==> src/rtl/scan_disk_scheduler_macros.svh <==
// Assertion helpers shared by the scheduler files.
`ifndef SCAN_DISK_SCHEDULER_MACROS_SVH
`define SCAN_DISK_SCHEDULER_MACROS_SVH

// Same-cycle implication, checked outside reset.
`define SDS_ASSERT_IMPL(name, clk, rst, ante, cons) \
   name: assert property (@(posedge clk) disable iff (rst) (ante) |-> (cons)) \
      else $error("scan_disk_scheduler: assertion failed");

// Next-cycle implication, checked outside reset.
`define SDS_ASSERT_NEXT(name, clk, rst, ante, cons) \
   name: assert property (@(posedge clk) disable iff (rst) (ante) |=> (cons)) \
      else $error("scan_disk_scheduler: assertion failed");

`endif

==> src/rtl/sds_pkg.sv <==
package sds_pkg;

   // Field widths.
   localparam int CYL_W   = 16;
   localparam int NCYL_W  = 17;
   localparam int TOTAL_W = 22;

   // Register port.
   localparam int ADDR_W = 4;
   localparam int DATA_W = 32;

   // Default store depth.
   localparam int MAX_REQUESTS_DEF = 16;

   // Register reset values.
   localparam logic [NCYL_W-1:0] NUM_CYL_RESET  = NCYL_W'(200);
   localparam logic [CYL_W-1:0]  LAST_CYL_RESET = CYL_W'(199);

   // Register indexes (byte address divided by four).
   typedef enum logic [1:0] {
      REG_NUM_CYLINDERS = 2'd0,
      REG_HEAD_POSITION = 2'd1,
      REG_PREV_POSITION = 2'd2
   } reg_index_type;

   // Scheduler states.
   typedef enum logic [2:0] {
      ST_LOAD,
      ST_SCAN,
      ST_SWEEP1,
      ST_END,
      ST_SWEEP2
   } state_type;

   // What one sorting cell hands to its right-hand neighbor.
   typedef struct packed {
      logic             valid;
      logic             le;
      logic [CYL_W-1:0] value;
   } cell_link_type;

endpackage

==> src/rtl/scan_disk_scheduler.sv <==
// SCAN (elevator) disk scheduler.
// Request channel (req_*): one request cylinder per transaction, clamped to
// the last cylinder and inserted into a sorted row of cells, so a
// batch loads at one request per cycle. Requests beyond the row depth are
// dropped. The transaction with req_last_request set starts the schedule.
// While a schedule runs, req_ready is low.
// Schedule: the row is scanned from the low end for the head's split point s,
// one cell per cycle, then one leg is produced per cycle as long as the
// response register is free: the current sweep, the leg to the disk end, then
// the return sweep if any requests lie behind the head. The step that ends
// the first sweep produces no leg; the end leg follows it.
// Response channel (rsp_*): a registered output; a stalled receiver holds
// the leg in place and the schedule waits for it, losing nothing.
// Configuration: APB registers at byte addresses 0, 4 and 8 (cylinder count,
// head, previous head); the user must write them only while the block is idle,
// a rule the block does not enforce. Reset: store empty, registers 200, 0 and 0.
`include "scan_disk_scheduler_macros.svh"

module scan_disk_scheduler #(
   parameter int MAX_REQUESTS = sds_pkg::MAX_REQUESTS_DEF
) (
   input  logic                              clock,
   input  logic                              reset,
   // Request channel.
   input  logic                              req_valid,
   output logic                              req_ready,
   input  logic [sds_pkg::CYL_W-1:0]         req_request_cylinder,
   input  logic                              req_last_request,
   // Response channel.
   output logic                              rsp_valid,
   input  logic                              rsp_ready,
   output logic [sds_pkg::CYL_W-1:0]         rsp_from_cylinder,
   output logic [sds_pkg::CYL_W-1:0]         rsp_to_cylinder,
   output logic [sds_pkg::CYL_W-1:0]         rsp_seek_distance,
   output logic [sds_pkg::TOTAL_W-1:0]       rsp_total_movement,
   output logic                              rsp_last_leg,
   // Configuration port.
   input  logic                              psel,
   input  logic                              penable,
   input  logic                              pwrite,
   input  logic [sds_pkg::ADDR_W-1:0]        paddr,
   input  logic [sds_pkg::DATA_W-1:0]        pwdata,
   output logic [sds_pkg::DATA_W-1:0]        prdata,
   output logic                              pready
);

   localparam int CNT_W = $clog2(MAX_REQUESTS + 1);
   localparam int IDX_W = $clog2(MAX_REQUESTS);
   localparam int CYL_W = sds_pkg::CYL_W;
   localparam int TOT_W = sds_pkg::TOTAL_W;
   localparam int NC_W  = sds_pkg::NCYL_W;

   // Configuration registers.
   logic [NC_W-1:0]     num_cyl_ff;
   logic [CYL_W-1:0]    last_cyl_ff;
   logic [CYL_W-1:0]    head_ff;
   logic [CYL_W-1:0]    prev_ff;
   logic                cfg_wr;
   logic [NC_W-1:0]     wr_ncyl;
   logic [CYL_W-1:0]    wr_last;
   sds_pkg::reg_index_type reg_idx;

   // Scheduler state.
   sds_pkg::state_type  state_ff, state_in;
   logic [CNT_W-1:0]    count_ff, count_in;
   logic [CNT_W-1:0]    ptr_ff, ptr_in;
   logic [CNT_W-1:0]    split_ff, split_in;
   logic [CYL_W-1:0]    pos_ff, pos_in;
   logic [TOT_W-1:0]    total_ff, total_in;
   logic                up_ff, up_in;

   // Response register.
   logic                rsp_valid_ff;
   logic [CYL_W-1:0]    rsp_from_ff, rsp_to_ff, rsp_dist_ff;
   logic [TOT_W-1:0]    rsp_total_ff;
   logic                rsp_last_ff;

   // Datapath.
   logic                accept;
   logic                ins_ok;
   logic [CYL_W-1:0]    req_clamped;
   logic [CYL_W-1:0]    head_clamped;
   logic [CYL_W-1:0]    rd_value;
   logic [CNT_W-1:0]    rd_ptr;
   logic                asc;
   logic                below;
   logic                scan_more;
   logic                out_free;
   logic                done1;
   logic                emit;
   logic                leg_final;
   logic [CYL_W-1:0]    leg_to;
   logic [CYL_W-1:0]    leg_dist;

   // Register write decode; the last cylinder is derived at write time.
   assign pready  = 1'b1;
   assign cfg_wr  = psel & penable & pwrite;
   assign reg_idx = sds_pkg::reg_index_type'(paddr[3:2]);
   assign wr_ncyl = pwdata[NC_W-1:0];

   always_comb begin
      if (wr_ncyl < NC_W'(2)) begin
         wr_last = CYL_W'(1);
      end else if (wr_ncyl > NC_W'(65536)) begin
         wr_last = '1;
      end else begin
         wr_last = CYL_W'(wr_ncyl - NC_W'(1));
      end
   end

   always_ff @(posedge clock) begin
      if (reset) begin
         num_cyl_ff  <= sds_pkg::NUM_CYL_RESET;
         last_cyl_ff <= sds_pkg::LAST_CYL_RESET;
         head_ff     <= '0;
         prev_ff     <= '0;
      end else if (cfg_wr) begin
         unique case (reg_idx)
            sds_pkg::REG_NUM_CYLINDERS: begin
               num_cyl_ff  <= wr_ncyl;
               last_cyl_ff <= wr_last;
            end
            sds_pkg::REG_HEAD_POSITION: head_ff <= pwdata[CYL_W-1:0];
            sds_pkg::REG_PREV_POSITION: prev_ff <= pwdata[CYL_W-1:0];
            default: ;
         endcase
      end
   end

   // Register read mux.
   always_comb begin
      unique case (reg_idx)
         sds_pkg::REG_NUM_CYLINDERS: prdata = sds_pkg::DATA_W'(num_cyl_ff);
         sds_pkg::REG_HEAD_POSITION: prdata = sds_pkg::DATA_W'(head_ff);
         sds_pkg::REG_PREV_POSITION: prdata = sds_pkg::DATA_W'(prev_ff);
         default:                    prdata = '0;
      endcase
   end

   // Request intake and clamping.
   assign accept       = req_valid & req_ready;
   assign ins_ok       = accept && (count_ff < CNT_W'(MAX_REQUESTS));
   assign req_clamped  = (req_request_cylinder > last_cyl_ff) ? last_cyl_ff
                                                              : req_request_cylinder;
   assign head_clamped = (head_ff > last_cyl_ff) ? last_cyl_ff : head_ff;

   // Sorted request store.
   sds_chain #(
      .MAX_REQUESTS (MAX_REQUESTS)
   ) u_chain (
      .clock     (clock),
      .reset     (reset),
      .ins       (ins_ok),
      .clr       (emit && leg_final),
      .ins_value (req_clamped),
      .rd_idx    (rd_ptr[IDX_W-1:0]),
      .rd_value  (rd_value)
   );

   // Read pointer: ascending sweeps read at ptr, descending ones at ptr - 1.
   always_comb begin
      case (state_ff)
         sds_pkg::ST_SWEEP1: asc = up_ff;
         sds_pkg::ST_SWEEP2: asc = !up_ff;
         default:            asc = 1'b1;
      endcase
   end

   assign rd_ptr    = asc ? ptr_ff : CNT_W'(ptr_ff - CNT_W'(1));
   assign below     = up_ff ? (rd_value < pos_ff) : (rd_value <= pos_ff);
   assign scan_more = (ptr_ff < count_ff) && below;
   assign out_free  = !rsp_valid_ff || rsp_ready;
   assign done1     = up_ff ? (ptr_ff == count_ff) : (ptr_ff == '0);
   assign leg_dist  = (leg_to >= pos_ff) ? (leg_to - pos_ff) : (pos_ff - leg_to);

   // Next state.
   always_comb begin
      state_in = state_ff;
      unique case (state_ff)
         sds_pkg::ST_LOAD: begin
            if (accept && req_last_request) state_in = sds_pkg::ST_SCAN;
         end
         sds_pkg::ST_SCAN: begin
            if (!scan_more) state_in = sds_pkg::ST_SWEEP1;
         end
         sds_pkg::ST_SWEEP1: begin
            if (done1) state_in = sds_pkg::ST_END;
         end
         sds_pkg::ST_END: begin
            if (emit) state_in = leg_final ? sds_pkg::ST_LOAD : sds_pkg::ST_SWEEP2;
         end
         sds_pkg::ST_SWEEP2: begin
            if (emit && leg_final) state_in = sds_pkg::ST_LOAD;
         end
         default: state_in = sds_pkg::ST_LOAD;
      endcase
   end

   // State outputs and datapath next values.
   always_comb begin
      req_ready = 1'b0;
      emit      = 1'b0;
      leg_final = 1'b0;
      leg_to    = rd_value;
      ptr_in    = ptr_ff;
      split_in  = split_ff;
      pos_in    = pos_ff;
      up_in     = up_ff;
      unique case (state_ff)
         sds_pkg::ST_LOAD: begin
            req_ready = 1'b1;
            if (accept && req_last_request) begin
               ptr_in = '0;
               pos_in = head_clamped;
               up_in  = prev_ff < head_clamped;
            end
         end
         sds_pkg::ST_SCAN: begin
            if (scan_more) begin
               ptr_in = CNT_W'(ptr_ff + CNT_W'(1));
            end else begin
               split_in = ptr_ff;
            end
         end
         sds_pkg::ST_SWEEP1: begin
            if (!done1 && out_free) begin
               emit   = 1'b1;
               ptr_in = up_ff ? CNT_W'(ptr_ff + CNT_W'(1)) : CNT_W'(ptr_ff - CNT_W'(1));
            end
         end
         sds_pkg::ST_END: begin
            leg_to    = up_ff ? last_cyl_ff : '0;
            leg_final = up_ff ? (split_ff == '0) : (split_ff == count_ff);
            if (out_free) begin
               emit   = 1'b1;
               ptr_in = split_ff;
            end
         end
         sds_pkg::ST_SWEEP2: begin
            leg_final = up_ff ? (ptr_ff == CNT_W'(1))
                              : (CNT_W'(ptr_ff + CNT_W'(1)) == count_ff);
            if (out_free) begin
               emit   = 1'b1;
               ptr_in = up_ff ? CNT_W'(ptr_ff - CNT_W'(1)) : CNT_W'(ptr_ff + CNT_W'(1));
            end
         end
         default: ;
      endcase
      if (emit) begin
         pos_in = leg_to;
      end
   end

   // Movement total restarts with each schedule.
   always_comb begin
      total_in = total_ff;
      if (accept && req_last_request) begin
         total_in = '0;
      end else if (emit) begin
         total_in = TOT_W'(total_ff + TOT_W'(leg_dist));
      end
   end

   // Request count: grows on stored requests, empties after the final leg.
   always_comb begin
      count_in = count_ff;
      if (emit && leg_final) begin
         count_in = '0;
      end else if (ins_ok) begin
         count_in = CNT_W'(count_ff + CNT_W'(1));
      end
   end

   always_ff @(posedge clock) begin
      if (reset) begin
         state_ff     <= sds_pkg::ST_LOAD;
         count_ff     <= '0;
         rsp_valid_ff <= 1'b0;
      end else begin
         state_ff     <= state_in;
         count_ff     <= count_in;
         if (emit) begin
            rsp_valid_ff <= 1'b1;
         end else if (rsp_ready) begin
            rsp_valid_ff <= 1'b0;
         end
      end
   end

   always_ff @(posedge clock) begin
      ptr_ff   <= ptr_in;
      split_ff <= split_in;
      pos_ff   <= pos_in;
      up_ff    <= up_in;
      total_ff <= total_in;
      if (emit) begin
         rsp_from_ff  <= pos_ff;
         rsp_to_ff    <= leg_to;
         rsp_dist_ff  <= leg_dist;
         rsp_total_ff <= total_in;
         rsp_last_ff  <= leg_final;
      end
   end

   assign rsp_valid          = rsp_valid_ff;
   assign rsp_from_cylinder  = rsp_from_ff;
   assign rsp_to_cylinder    = rsp_to_ff;
   assign rsp_seek_distance  = rsp_dist_ff;
   assign rsp_total_movement = rsp_total_ff;
   assign rsp_last_leg       = rsp_last_ff;

   // The count never passes the row depth.
   `SDS_ASSERT_IMPL(a_count_bound, clock, reset, 1'b1, count_ff <= CNT_W'(MAX_REQUESTS))
   // After the final leg the block is back to loading with an empty store.
   `SDS_ASSERT_NEXT(a_final_clears, clock, reset, emit && leg_final,
                    (state_ff == sds_pkg::ST_LOAD) && (count_ff == '0))
   // The return sweep only runs while requests remain on its side.
   `SDS_ASSERT_IMPL(a_sweep2_range, clock, reset, state_ff == sds_pkg::ST_SWEEP2,
                    up_ff ? (ptr_ff != '0) : (ptr_ff < count_ff))

endmodule

==> src/rtl/sds_cell.sv <==
module sds_cell (
   input  logic                                clock,
   input  logic                                reset,
   input  logic                                ins,
   input  logic                                clr,
   input  logic [sds_pkg::CYL_W-1:0]           ins_value,
   input  sds_pkg::cell_link_type              left,
   output sds_pkg::cell_link_type              link
);

   logic                        valid_ff;
   logic                        valid_in;
   logic [sds_pkg::CYL_W-1:0]   value_ff;
   logic [sds_pkg::CYL_W-1:0]   value_in;
   logic                        le_self;

   // This cell keeps its value when it already sits at or below the new one.
   assign le_self = valid_ff && (value_ff <= ins_value);

   // Insertion: keep, take the new value, or take the left neighbor's value.
   always_comb begin
      valid_in = valid_ff;
      value_in = value_ff;
      if (clr) begin
         valid_in = 1'b0;
      end else if (ins) begin
         valid_in = valid_ff | left.valid;
         if (!le_self) begin
            value_in = left.le ? ins_value : left.value;
         end
      end
   end

   always_ff @(posedge clock) begin
      if (reset) begin
         valid_ff <= 1'b0;
      end else begin
         valid_ff <= valid_in;
      end
   end

   always_ff @(posedge clock) begin
      value_ff <= value_in;
   end

   assign link.valid = valid_ff;
   assign link.le    = le_self;
   assign link.value = value_ff;

endmodule

==> src/rtl/sds_chain.sv <==
`include "scan_disk_scheduler_macros.svh"

module sds_chain #(
   parameter int MAX_REQUESTS = sds_pkg::MAX_REQUESTS_DEF,
   localparam int IDX_W = $clog2(MAX_REQUESTS)
) (
   input  logic                          clock,
   input  logic                          reset,
   input  logic                          ins,
   input  logic                          clr,
   input  logic [sds_pkg::CYL_W-1:0]     ins_value,
   input  logic [IDX_W-1:0]              rd_idx,
   output logic [sds_pkg::CYL_W-1:0]     rd_value
);

   localparam int RD_DEPTH = 2 ** IDX_W;

   sds_pkg::cell_link_type        links [MAX_REQUESTS+1];
   logic [sds_pkg::CYL_W-1:0]     rd_tab [RD_DEPTH];

   // The left end of the row always lets the new value in.
   assign links[0] = '{valid: 1'b1, le: 1'b1, value: '0};

   // Row of cells, kept sorted in ascending order from the left.
   for (genvar i = 0; i < MAX_REQUESTS; i++) begin : g_cell
      sds_cell u_cell (
         .clock     (clock),
         .reset     (reset),
         .ins       (ins),
         .clr       (clr),
         .ins_value (ins_value),
         .left      (links[i]),
         .link      (links[i+1])
      );
   end

   // Read port over the cell values; unused codes read zero.
   for (genvar k = 0; k < RD_DEPTH; k++) begin : g_rd
      if (k < MAX_REQUESTS) begin : g_used
         assign rd_tab[k] = links[k+1].value;
      end else begin : g_unused
         assign rd_tab[k] = '0;
      end
   end

   assign rd_value = rd_tab[rd_idx];

   // Occupied cells are contiguous from the left and in ascending order.
   for (genvar i = 2; i <= MAX_REQUESTS; i++) begin : g_chk
      `SDS_ASSERT_IMPL(a_sorted_fill, clock, reset, links[i].valid,
                       links[i-1].valid && (links[i-1].value <= links[i].value))
   end

endmodule

==> config.mk <==
export PLATFORM = sky130hd
export DESIGN_NAME = scan_disk_scheduler
export DESIGN_NICKNAME = d
export VERILOG_FILES = /design/src/rtl/sds_pkg.sv /design/src/rtl/scan_disk_scheduler.sv /design/src/rtl/sds_cell.sv /design/src/rtl/sds_chain.sv
export VERILOG_INCLUDE_DIRS = /design/src /design/src/rtl
export SDC_FILE = /design/constraint.sdc
export NUM_CORES = 1
export LEC_CHECK = 0
export BUFFER_PORTS_ARGS = -buffer_cell sky130_fd_sc_hd__clkbuf_2
export CORE_ASPECT_RATIO = 0.7
export CORE_MARGIN = 2
export CORE_UTILIZATION = 35
export CTS_CLUSTER_DIAMETER = 80
export CTS_CLUSTER_SIZE = 24
export DETAILED_ROUTE_END_ITERATION = 10
export SLEW_MARGIN = 20
export SYNTH_ARGS = -nofsm -noshare
export SYNTH_HDL_FRONTEND = slang
export SYNTH_SLANG_ARGS = --single-unit
==> constraint.sdc <==
create_clock -name clock -period 21.6 [get_ports clock]
set_clock_uncertainty 0.2 [all_clocks]
set_input_delay 3.24 -clock clock [delete_from_list [all_inputs] [get_ports clock]]
set_output_delay 3.24 -clock clock [all_outputs]
set_load 0.01 [all_outputs]
Yosys cells after proc, flatten, opt, wreduce, memory -nomap -nowiden
Cells that the tools add are included.

storage, ports and cells
  register bits = 466
  output and inout port bits = 106
  word-level logic and storage cells = 257
  bits of input ports = 60

operators by class
  equal/unequal tests = 19
  add/sub/neg operators = 7
  muxes and demuxes = 59
  order comparisons = 27
  bitwise gates (word level) = 37
  reductions and logical operators = 59

operators with widths
  cell                     number
  $mux W16                 27
  $le A16 B16 Y1           17
  $bmux W16 S4             1
  $pmux W17 S3             1
  $reduce_and A3 Y1        16
  $mux W22                 2
  $mux W5                  7
  $gt A16 B16 Y1           2
  $lt A16 B16 Y1           2
  $sub A16 B16 Y16         2
  $pmux W5 S5              1
  $add A22 B16 Y22         1
  $logic_and A1 B1 Y1      21
  $mux W3                  6
  $not A1 Y1               18
  $gt A17 B17 Y1 const B   1
  $lt A17 B2 Y1 const B    1
  $ge A16 B16 Y1           1
  $ne A2 B2 Y1 const B     8
  $sub A16 B1 Y16 const B  1
  $eq A5 B5 Y1             3
  $or A1 B1 Y1             15
  $pmux W3 S5              1
  $reduce_and A2 Y1        6
  other kinds (27)         47

Longest topological paths before layout
Gate-level depths: netlist of run 1.

  word-level depth = 13
  depth in mapped cells = 32
  depth with buffers taken out = 27

By module
A second synthesis of run 1 with hierarchy kept.

unflattened totals
  cell total of the unflattened synthesis = 3153
  area, all modules = 33053.0 um^2

by module, submodules not included
  module                                   times used  area each (um^2)  sequential area each (um^2)  cells each
  sds_cell (u_chain.g_cell[0].u_cell ...)  13          1151.1            500.5                        100
  scan_disk_scheduler                      1           12713.4           4864.7                       1414
  sds_cell (u_chain.g_cell[7].u_cell ...)  3           1144.8            500.5                        100
  sds_chain                                1           1940.6            0.0                          139

Worst setup path before layout of run 1
Ideal clock, no wire load.

  path kind = input to register
  start = input req_request_cylinder[13] (netlist name)
  end = register u_chain.g_cell[14].u_cell.value_ff[0] (netlist name) (enable)
  data arrival time = 8.065 ns
  stages on the path = 20
  slack = 12.946 ns
  required time = 21.012 ns
  cells stage by stage = ha_1 a21oi_1 nor2b_1 o21ai_0 nand2_1 or4_1 o31ai_1 buf_2 mux2_2 buf_2 inv_1 ha_1 nand2_1 or3_1 nor2_1 nand2_1 o21ai_0 o221ai_1 clkbuf_1 nor2_1

on the way
  cells in the longest elaborated chain, start to end = 6

ends and longest elaborated chain
  item                                line                        RTL
  start, declared                     scan_disk_scheduler.sv:27   input logic [sds_pkg::CYL_W-1:0] req_request_cylinder,
  $gt A16 B16 Y1                      scan_disk_scheduler.sv:143  assign req_clamped = (req_request_cylinder > last_cyl_ff) ? last_cyl_ff
  $mux W16                            scan_disk_scheduler.sv:143
  net req_clamped[14]                 scan_disk_scheduler.sv:81   logic [CYL_W-1:0] req_clamped;
  $le A16 B16 Y1                      sds_cell.sv:18              assign le_self = valid_ff && (value_ff <= ins_value);
  $logic_and A1 B1 Y1                 sds_cell.sv:18
  $not A1 Y1 (no source line)         --
  $reduce_and A3 Y1 (no source line)  --
  end signal, assigned                sds_cell.sv:43              value_ff <= value_in;
  end, declared                       sds_cell.sv:13              logic [sds_pkg::CYL_W-1:0] value_ff;

The timed path passes the listed nets, and every way through them passes these cells.
A chain may end at the register's enable or synchronous reset.

Final worst setup path of run 1
  start = register up_ff
  end = register rsp_total_ff[16] (netlist: rsp_total_movement[16]), data pin

on the way
  cells in the longest elaborated chain, start to end = 13

ends and longest elaborated chain
  item                                          line                        RTL
  start, declared                               scan_disk_scheduler.sv:70   logic up_ff, up_in;
  start signal, assigned                        scan_disk_scheduler.sv:294  up_ff <= up_in;
  $logic_not A1 Y1                              scan_disk_scheduler.sv:164  sds_pkg::ST_SWEEP2: asc = !up_ff;
  $pmux W1 S2                                   scan_disk_scheduler.sv:162  case (state_ff)
  $mux W4                                       scan_disk_scheduler.sv:169  assign rd_ptr = asc ? ptr_ff : CNT_W'(ptr_ff - CNT_W'(1));
  $not A4 Y5 (not written as such)              sds_chain.sv:46             assign rd_value = rd_tab[rd_idx];
  $bmux W16 S4                                  sds_chain.sv:46
  $mux W16 (not written as such) (2 in series)  sds_chain.sv:46
  $mux W16 (*)                                  scan_disk_scheduler.sv:209  unique case (state_ff)
  net leg_to[14]                                scan_disk_scheduler.sv:92   logic [CYL_W-1:0] leg_to;
  $ge A16 B16 Y1 (*)                            scan_disk_scheduler.sv:174  assign leg_dist = (leg_to >= pos_ff) ? (leg_to - pos_ff) : (pos_ff - leg_to);
  $mux W16 (*)                                  scan_disk_scheduler.sv:174
  net leg_dist[7]                               scan_disk_scheduler.sv:93   logic [CYL_W-1:0] leg_dist;
  $add A22 B16 Y22 (*)                          scan_disk_scheduler.sv:260  total_in = TOT_W'(total_ff + TOT_W'(leg_dist));
  $mux W22 (*)                                  scan_disk_scheduler.sv:259  end else if (emit) begin
  $mux W22 (*)                                  scan_disk_scheduler.sv:257  if (accept && req_last_request) begin
  net total_in[16]                              scan_disk_scheduler.sv:69   logic [TOT_W-1:0] total_ff, total_in;
  end signal, assigned                          scan_disk_scheduler.sv:300  rsp_total_ff <= total_in;
  end, declared                                 scan_disk_scheduler.sv:75   logic [TOT_W-1:0] rsp_total_ff;

Mark *: on every way through the listed nets, which the timed path passes. The rest lies on a longest branch. The select of a mux whose other input is x is not followed.

==> tab_implementation.tex, run 1 <==
\begin{tabular}{lr}
\hline
Metric & Value \\
\hline
\multicolumn{2}{l}{\textbf{Status}} \\
Result of the run & completed \\
\multicolumn{2}{l}{\textbf{Global route}} \\
Global-route wire length before repair & approximately 150000 µm \\
Number of global-route vias before repair & roughly 22000 \\
Number of antenna violations at the first check in global routing & 1 \\
Gr ovfl total & 0 \\
Pin count of the biggest net entering global routing & 83 \\
Total track usage & a little over a fifth \\
\multicolumn{2}{l}{\textbf{Die}} \\
\# IOs & approximately 170 \\
Chip height & between 200 and 300 µm \\
Starting density of the core & 35.37\% \\
Die ar. & 91610 µm² \\
Die Span X & approximately 360 µm \\
Number of core rows & slightly above 90 \\
Core Area & around 88000 µm² \\
\multicolumn{2}{l}{\textbf{CTS}} \\
Max Root-Sink Buffers & 3 \\
TritonCTS Sinks & 466 \\
Number of hold-repair buffers added at the cts stage & 0 \\
CTS tree & yes \\
Clock Tree Root & sky130\_fd\_sc\_hd\_\_clkbuf\_16 \\
\# Post-CTS Setup Buffers & 0 \\
Number of buffers inserted during clock tree synthesis & 29 \\
\# resized after CTS & 0 \\
Clock Latency Late Sink & 0.65 ns \\
Worst-path clk slew & 0.10 ns \\
Depth of the CTS H-tree & 1 \\
\multicolumn{2}{l}{\textbf{Drt}} \\
Residual antenna-violating net count after detailed routing & 0 \\
Average detailed-routed wire length per instance & about 24 µm \\
Drt total wl & 100200 µm \\
Starting DRC count in detailed routing & 2949 \\
Post-detailed-route via-to-cell ratio & 5.791 \\
Detailed-routing iteration count for the pre-antenna-repair pass & 5 \\
DRC violations left & 0 \\
Routed via count & around 24000 \\
\multicolumn{2}{l}{\textbf{Timing}} \\
Worst slew margin relative to its limit & $\sim$25\% \\
Post-layout min period & between 9 and 10 ns \\
Aggregate negative setup slack & 0 ns \\
RSZ-0062 raised after global routing & false \\
Slew of the pin with the lowest slew margin & 1.116 ns \\
Number of failing setup endpoints in the final timing report & 0 \\
Share of the cycle needed by the critical path after routing & 45.54\% \\
Final-report hold violation count & 0 \\
Maximum frequency from static timing analysis & 101.7 MHz \\
Final slew viol count & 0 \\
\multicolumn{2}{l}{\textbf{Cells and area}} \\
Final antenna diode count & 0 \\
Area added between synthesis and finish & 9.822\% \\
Share of layout cells above drive strength 1 & 19.67\% \\
\# nets final & 3348 \\
\multicolumn{2}{l}{\textbf{Placed design}} \\
Placer's final routability congestion estimate & 0.9153 \\
Port-buffer cells & 132 \\
Dpl hpwl & 74690 µm \\
\multicolumn{2}{l}{\textbf{Worst hold path}} \\
Worst hold-check path type & register to register \\
\multicolumn{2}{l}{\textbf{Yosys}} \\
Yosys warnings & 0 \\
Post-synth EDFFs & 354 \\
Synthesized area per cell & between 10 and 15 µm² \\
Most area-consuming cells after synthesis & sky130\_fd\_sc\_hd\_\_edfxtp\_1 (34\%), sky130\_fd\_sc\_hd\_\_ha\_1 (15\%), sky130\_fd\_sc\_hd\_\_mux2\_2 (9.5\%) \\
Register bit total from synthesis & 466 \\
Top flip-flop cell by instance count after synthesis & sky130\_fd\_sc\_hd\_\_edfxtp\_1 \\
Proportion of synthesized flip-flops having asynchronous set or reset & 0\% \\
Cell with the most instances after synthesis & sky130\_fd\_sc\_hd\_\_ha\_1 \\
Portion of the post-synthesis area used by sequential elements & 41.25\% \\
Gate count after technology mapping & 2811 \\
Share of the synthesized area in the top cell type & 34.06\% \\
Number of distinct standard cells referenced by the synthesized netlist & 79 \\
Leading area contributor after synthesis & sky130\_fd\_sc\_hd\_\_edfxtp\_1 \\
Mapped cell area & roughly 31000 µm² \\
Leading cell types by count after synthesis & sky130\_fd\_sc\_hd\_\_ha\_1 (379), sky130\_fd\_sc\_hd\_\_edfxtp\_1 (354), sky130\_fd\_sc\_hd\_\_mux2\_2 (263) \\
\multicolumn{2}{l}{\textbf{Critical path}} \\
Critical path startpoint category & register \\
Worst setup slack for register-to-register paths & roughly 12 ns \\
Crit path max fanout & 46 \\
Critical Setup Path Class & register to register \\
Kind of end point of the critical path & register \\
Required time of the worst setup path & $\sim$22 ns \\
Data arrival time at the worst-slack endpoint & 10.00 ns \\
\multicolumn{2}{l}{\textbf{Job}} \\
Number of max-capacitance violations reported & 0 \\
\hline
\end{tabular}
==> cell usage in the layout (no fill, tap or decap), drive strengths merged, types with 18 or more instances in the layout <==
master	instances
buf	51
nor2	147
a21oi	202
mux2i	79
and3	21
ha	379
o211ai	18
a211oi	22
nand3	55
edfxtp	354
a22oi	40
xor2	20
nand4	67
mux2	268
nand2	226
nor3	26
mux4	44
inv	113
a21o	75
o21a	45
xnor2	41
nor2b	35
and2	18
o21ai	102
dfxtp	112
clkbuf	167
==> per-stage QoR <==
stage,cell area [µm²],worst slack [ns],util (%),hold slack [ns],instances
5_1_grt,34270,11.43,38.84,0.2817,4091
2_1_floorplan,31260,12.95,-,0.2264,2825
3_5_place_dp,33240,11.81,37.66,0.2416,4037
3_3_place_gp,33240,11.92,37.66,0.2395,4037
6_report,34270,11.76,38.84,0.2585,4091
4_1_cts,34270,12.07,38.84,0.2555,4091
==> final cells by class <==
class / instances / area, µm²
Sequential cell: 466 / 12870
Tap cell: 1162 / 1454
Inverter: 104 / 392.9
Clock buffer: 35 / 790.8
Timing Repair Buffer: 183 / 1044
Fill cell: 8483 / 53970
Clock inverter: 19 / 246.5
Multi-Input combinational cell: 2122 / 17470
==> state kept, by name, summed over array words and instances, names as in the netlist, 16 cells and up <==
name,cells
u_chain.g_cell.u_cell.value_ff,256
rsp_total_movement,22
total_ff,22
num_cyl_ff,17
head_ff,16
last_cyl_ff,16
pos_ff,16
prev_ff,16
rsp_from_cylinder,16
rsp_seek_distance,16
rsp_to_cylinder,16
u_chain.g_cell.u_cell.valid_ff,16
==> per-layer routing <==
layer | wire length (µm) | track usage (%) | up-vias
li1 | - | - | 10881
met1 | 48600 | 33.80 | 11604
met5 | 190 | 1.431 | -
met3 | 11680 | 6.245 | 77
met4 | 1291 | 2.833 | 2
met2 | 38410 | 28.71 | 1129
==> worst paths after layout <==
check,from,end,cells after the start
min reg2reg,num_cyl_ff[16],num_cyl_ff[16],2
max,up_ff,rsp_total_movement[16],26
min,num_cyl_ff[16],num_cyl_ff[16],2
max reg2reg,up_ff,rsp_total_movement[16],26
==> logic make-up after synthesis <==
logic type                 share of synthesized area, %
and+or+nand+nor                                   10.17
DFF                                               41.25
xor gates and xnor gates                          1.760
other                                           0.02406
adders and majority gates                         15.39
muxes                                             15.43
buffers and inverters                             3.251
AOI/OAI and AO/OA                                 12.74
==> critical path, stage by stage, from the launching register on <==
cell and delay, ns:
sky130_fd_sc_hd__edfxtp_1 0.99, sky130_fd_sc_hd__and4bb_4 0.43, sky130_fd_sc_hd__o21ba_2 0.20, sky130_fd_sc_hd__a21o_4 0.64, sky130_fd_sc_hd__buf_4 0.55, sky130_fd_sc_hd__mux4_2 0.56
sky130_fd_sc_hd__nand2_1 0.09, sky130_fd_sc_hd__o211ai_1 0.34, sky130_fd_sc_hd__a31oi_1 0.62, sky130_fd_sc_hd__inv_1 0.15, sky130_fd_sc_hd__ha_1 0.25, sky130_fd_sc_hd__a2111oi_0 0.82
sky130_fd_sc_hd__nand2_1 0.10, sky130_fd_sc_hd__o21ai_0 0.17, sky130_fd_sc_hd__a31oi_2 0.05, sky130_fd_sc_hd__buf_4 0.28, sky130_fd_sc_hd__mux2_2 0.31, sky130_fd_sc_hd__xor2_1 0.41
sky130_fd_sc_hd__ha_1 0.34, sky130_fd_sc_hd__a21oi_1 0.27, sky130_fd_sc_hd__nand2_1 0.08, sky130_fd_sc_hd__a21oi_1 0.23, sky130_fd_sc_hd__o31ai_1 0.14, sky130_fd_sc_hd__a2111o_1 0.44
sky130_fd_sc_hd__a31oi_1 0.55, sky130_fd_sc_hd__or3_1 0.19, sky130_fd_sc_hd__a21oi_1 0.08
Power of run 1 is not shown: default switching activity piles up to over one toggle a cycle in this logic, so the estimate is an artifact.
==> run 2: changes to the inputs <==
Clock period 21.6 ns to 9.5 ns, I/O delays scaled along.
==> run 2 against run 1 <==
Net effect:
- first-iteration DRC count decreased by 12%
- worst setup slack lost 11 ns
- highest routed layer unchanged
- fmax increased by 14%
- flip-flop and latch count unchanged
- register-to-register slack worse by 11 ns
- critical endpoint is now rsp_total_movement[20]
==> tab_implementation.tex, run 2 (synthesized netlist as in run 1, its figures left out) <==
\begin{tabular}{lr}
\hline
Metric & Value \\
\hline
\multicolumn{2}{l}{\textbf{CTS}} \\
\# Post-CTS Setup Buffers & 0 \\
Depth of the CTS H-tree & 1 \\
Number of hold-repair buffers added at the cts stage & 0 \\
TritonCTS Sinks & 466 \\
Clock Tree Root & sky130\_fd\_sc\_hd\_\_clkbuf\_16 \\
Worst-path clk slew & 0.11 ns \\
Clock Latency Late Sink & 0.68 ns \\
\# resized after CTS & 0 \\
Max Root-Sink Buffers & 3 \\
Number of buffers inserted during clock tree synthesis & 28 \\
CTS tree & yes \\
\multicolumn{2}{l}{\textbf{Cells and area}} \\
Register with the most flip-flops & u\_chain.g\_cell.u\_cell.value\_ff \\
\# nets final & approximately 3400 \\
Leading cell type in the layout, fill and taps excluded & sky130\_fd\_sc\_hd\_\_ha\_1 \\
Share of layout cells above drive strength 1 & slightly below 20\% \\
Final antenna diode count & 0 \\
Count of filler cells inserted in the layout & 8503 \\
Top library cells by usage in the layout, fill and taps aside & sky130\_fd\_sc\_hd\_\_ha\_1 (379), sky130\_fd\_sc\_hd\_\_edfxtp\_1 (354), sky130\_fd\_sc\_hd\_\_mux2\_2 (263), sky130\_fd\_sc\_hd\_\_nand2\_1 (226), sky130\_fd\_sc\_hd\_\_a21oi\_1 (191) \\
Number of non-filler instances in the completed layout & 4102 \\
Number of flip-flops under the largest register name & 256 \\
Area added between synthesis and finish & 9.927\% \\
\multicolumn{2}{l}{\textbf{Timing}} \\
Number of failing setup endpoints in the final timing report & 0 \\
Final-report hold violation count & 0 \\
Slew of the pin with the lowest slew margin & about 1.2 ns \\
Maximum frequency from static timing analysis & 115.6 MHz \\
Worst slew margin relative to its limit & between 20 and 25\% \\
RSZ-0062 raised after global routing & false \\
Final slew viol count & 0 \\
Share of the cycle needed by the critical path after routing & 91.03\% \\
Aggregate negative setup slack & 0 ns \\
Post-layout min period & 8.648 ns \\
\multicolumn{2}{l}{\textbf{Drt}} \\
Routed via count & 23720 \\
Post-detailed-route via-to-cell ratio & 5.783 \\
Residual antenna-violating net count after detailed routing & 0 \\
Starting DRC count in detailed routing & 2606 \\
DRC violations left & 0 \\
Average detailed-routed wire length per instance & 24.64 µm \\
Drt total wl & 101100 µm \\
Detailed-routing iteration count for the pre-antenna-repair pass & 6 \\
\multicolumn{2}{l}{\textbf{Die}} \\
Starting density of the core & 35.37\% \\
Chip height & 253.8 µm \\
Number of core rows & 91 \\
Core Area & 88240 µm² \\
Die Span X & between 300 and 400 µm \\
Die ar. & 91610 µm² \\
\# IOs & 166 \\
\multicolumn{2}{l}{\textbf{Critical path}} \\
Crit path max-delay family & compound AO/OA/AOI/OAI gates \\
Critical path's largest stage delay & 0.65 ns \\
Crit path max fanout & 34 \\
Critical path startpoint category & register \\
Data arrival time at the worst-slack endpoint & roughly 9 ns \\
Number of buffers and inverters on the critical path & 3 \\
CP max stage cell & sky130\_fd\_sc\_hd\_\_o22ai\_1 \\
Most frequent cell on the critical path & sky130\_fd\_sc\_hd\_\_a21oi\_1 \\
Required time of the worst setup path & 9.69 ns \\
Critical Setup Path Class & register to register \\
Kind of end point of the critical path & register \\
\multicolumn{2}{l}{\textbf{Global route}} \\
Gr ovfl total & 0 \\
Total track usage & 21.58\% \\
Pin count of the biggest net entering global routing & 67 \\
Number of antenna violations at the first check in global routing & 2 \\
Global-route wire length before repair & between 100000 and 150000 µm \\
Number of global-route vias before repair & 22144 \\
\multicolumn{2}{l}{\textbf{Placed design}} \\
Placer's final routability congestion estimate & 0.9409 \\
Placed Instances & 4050 \\
Port-buffer cells & 132 \\
Dpl hpwl & 76860 µm \\
\multicolumn{2}{l}{\textbf{Job}} \\
Number of max-capacitance violations reported & 0 \\
\multicolumn{2}{l}{\textbf{Status}} \\
Result of the run & completed \\
\multicolumn{2}{l}{\textbf{Worst hold path}} \\
Worst hold-check path type & register to register \\
\hline
\end{tabular}
-- run 2: cell types whose count changed in the layout (fill, tap and decap cells not counted), moves of 2 or more --
cell,delta
sky130_fd_sc_hd__buf_4,+11
sky130_fd_sc_hd__clkbuf_1,+4
sky130_fd_sc_hd__clkbuf_16,-3
sky130_fd_sc_hd__buf_12,+2
sky130_fd_sc_hd__bufinv_16,-2
sky130_fd_sc_hd__inv_6,-2
sky130_fd_sc_hd__inv_8,+2
-- run 2: routing by layer --
layer | share of wire (%) | up-vias | GRT usage [%]
li1 | - | 10913 | -
met1 | 49 | 11610 | 34.03
met2 | 38 | 1110 | 29.10
met3 | 11 | 85 | 5.690
met4 | 1.6 | 2 | 3.347
met5 | 0.19 | - | 1.484
-- run 2: worst paths after layout --
path	from	endpoint	slack (ns)	cells after the start
min	num_cyl_ff[5]	num_cyl_ff[5]	0.26	2
max	state_ff[1]	rsp_total_movement[20]	0.85	27
min reg2reg	num_cyl_ff[5]	num_cyl_ff[5]	0.26	2
max reg2reg	state_ff[1]	rsp_total_movement[20]	0.85	27
-- run 2: metrics by stage --
step                area, µm²  hold slack (ns)  utilization (%)  setup WS (ns)
floorplan               31260           0.2264                -          2.435
global placement        33370           0.2377            37.82          1.098
detailed placement      33370           0.2398            37.82          1.123
CTS                     34300           0.2582            38.87          1.049
global route            34310           0.2876            38.88         0.3222
finish                  34310           0.2589            38.88         0.8517
-- run 2: final cells by class --
cell class	count	area, µm²	area share, %
Inverter	104	392.9	1.145
Clock buffer	36	730.7	2.130
Sequential cell	466	12870	37.52
Timing Repair Buffer	196	1166	3.399
Multi-Input combinational cell	2122	17490	50.99
Clock inverter	16	198.9	0.5799
Tap cell	1162	1454	4.238
-- run 2: worst register-to-register path, stage by stage, from the launching register on --
cell and delay, ns:
sky130_fd_sc_hd__dfxtp_1 0.61, sky130_fd_sc_hd__nor4b_4 0.46, sky130_fd_sc_hd__nor2_4 0.17, sky130_fd_sc_hd__a21o_4 0.41, sky130_fd_sc_hd__buf_12 0.27, sky130_fd_sc_hd__nor2_1 0.51, sky130_fd_sc_hd__a32o_1 0.26, sky130_fd_sc_hd__o21ai_1 0.09
sky130_fd_sc_hd__o22ai_1 0.65, sky130_fd_sc_hd__o21ai_1 0.30, sky130_fd_sc_hd__ha_1 0.57, sky130_fd_sc_hd__and4_1 0.29, sky130_fd_sc_hd__nand3_1 0.10, sky130_fd_sc_hd__o21bai_1 0.21, sky130_fd_sc_hd__a31oi_2 0.23, sky130_fd_sc_hd__buf_4 0.27
sky130_fd_sc_hd__mux2_2 0.38, sky130_fd_sc_hd__xor2_1 0.36, sky130_fd_sc_hd__ha_1 0.33, sky130_fd_sc_hd__a21oi_1 0.23, sky130_fd_sc_hd__nand2_1 0.08, sky130_fd_sc_hd__a21oi_1 0.24, sky130_fd_sc_hd__o31ai_1 0.14, sky130_fd_sc_hd__a2111o_1 0.43
sky130_fd_sc_hd__a31oi_1 0.20, sky130_fd_sc_hd__buf_4 0.17, sky130_fd_sc_hd__or3_1 0.10, sky130_fd_sc_hd__a21oi_1 0.07
Power of run 2 is left out for the same reason.
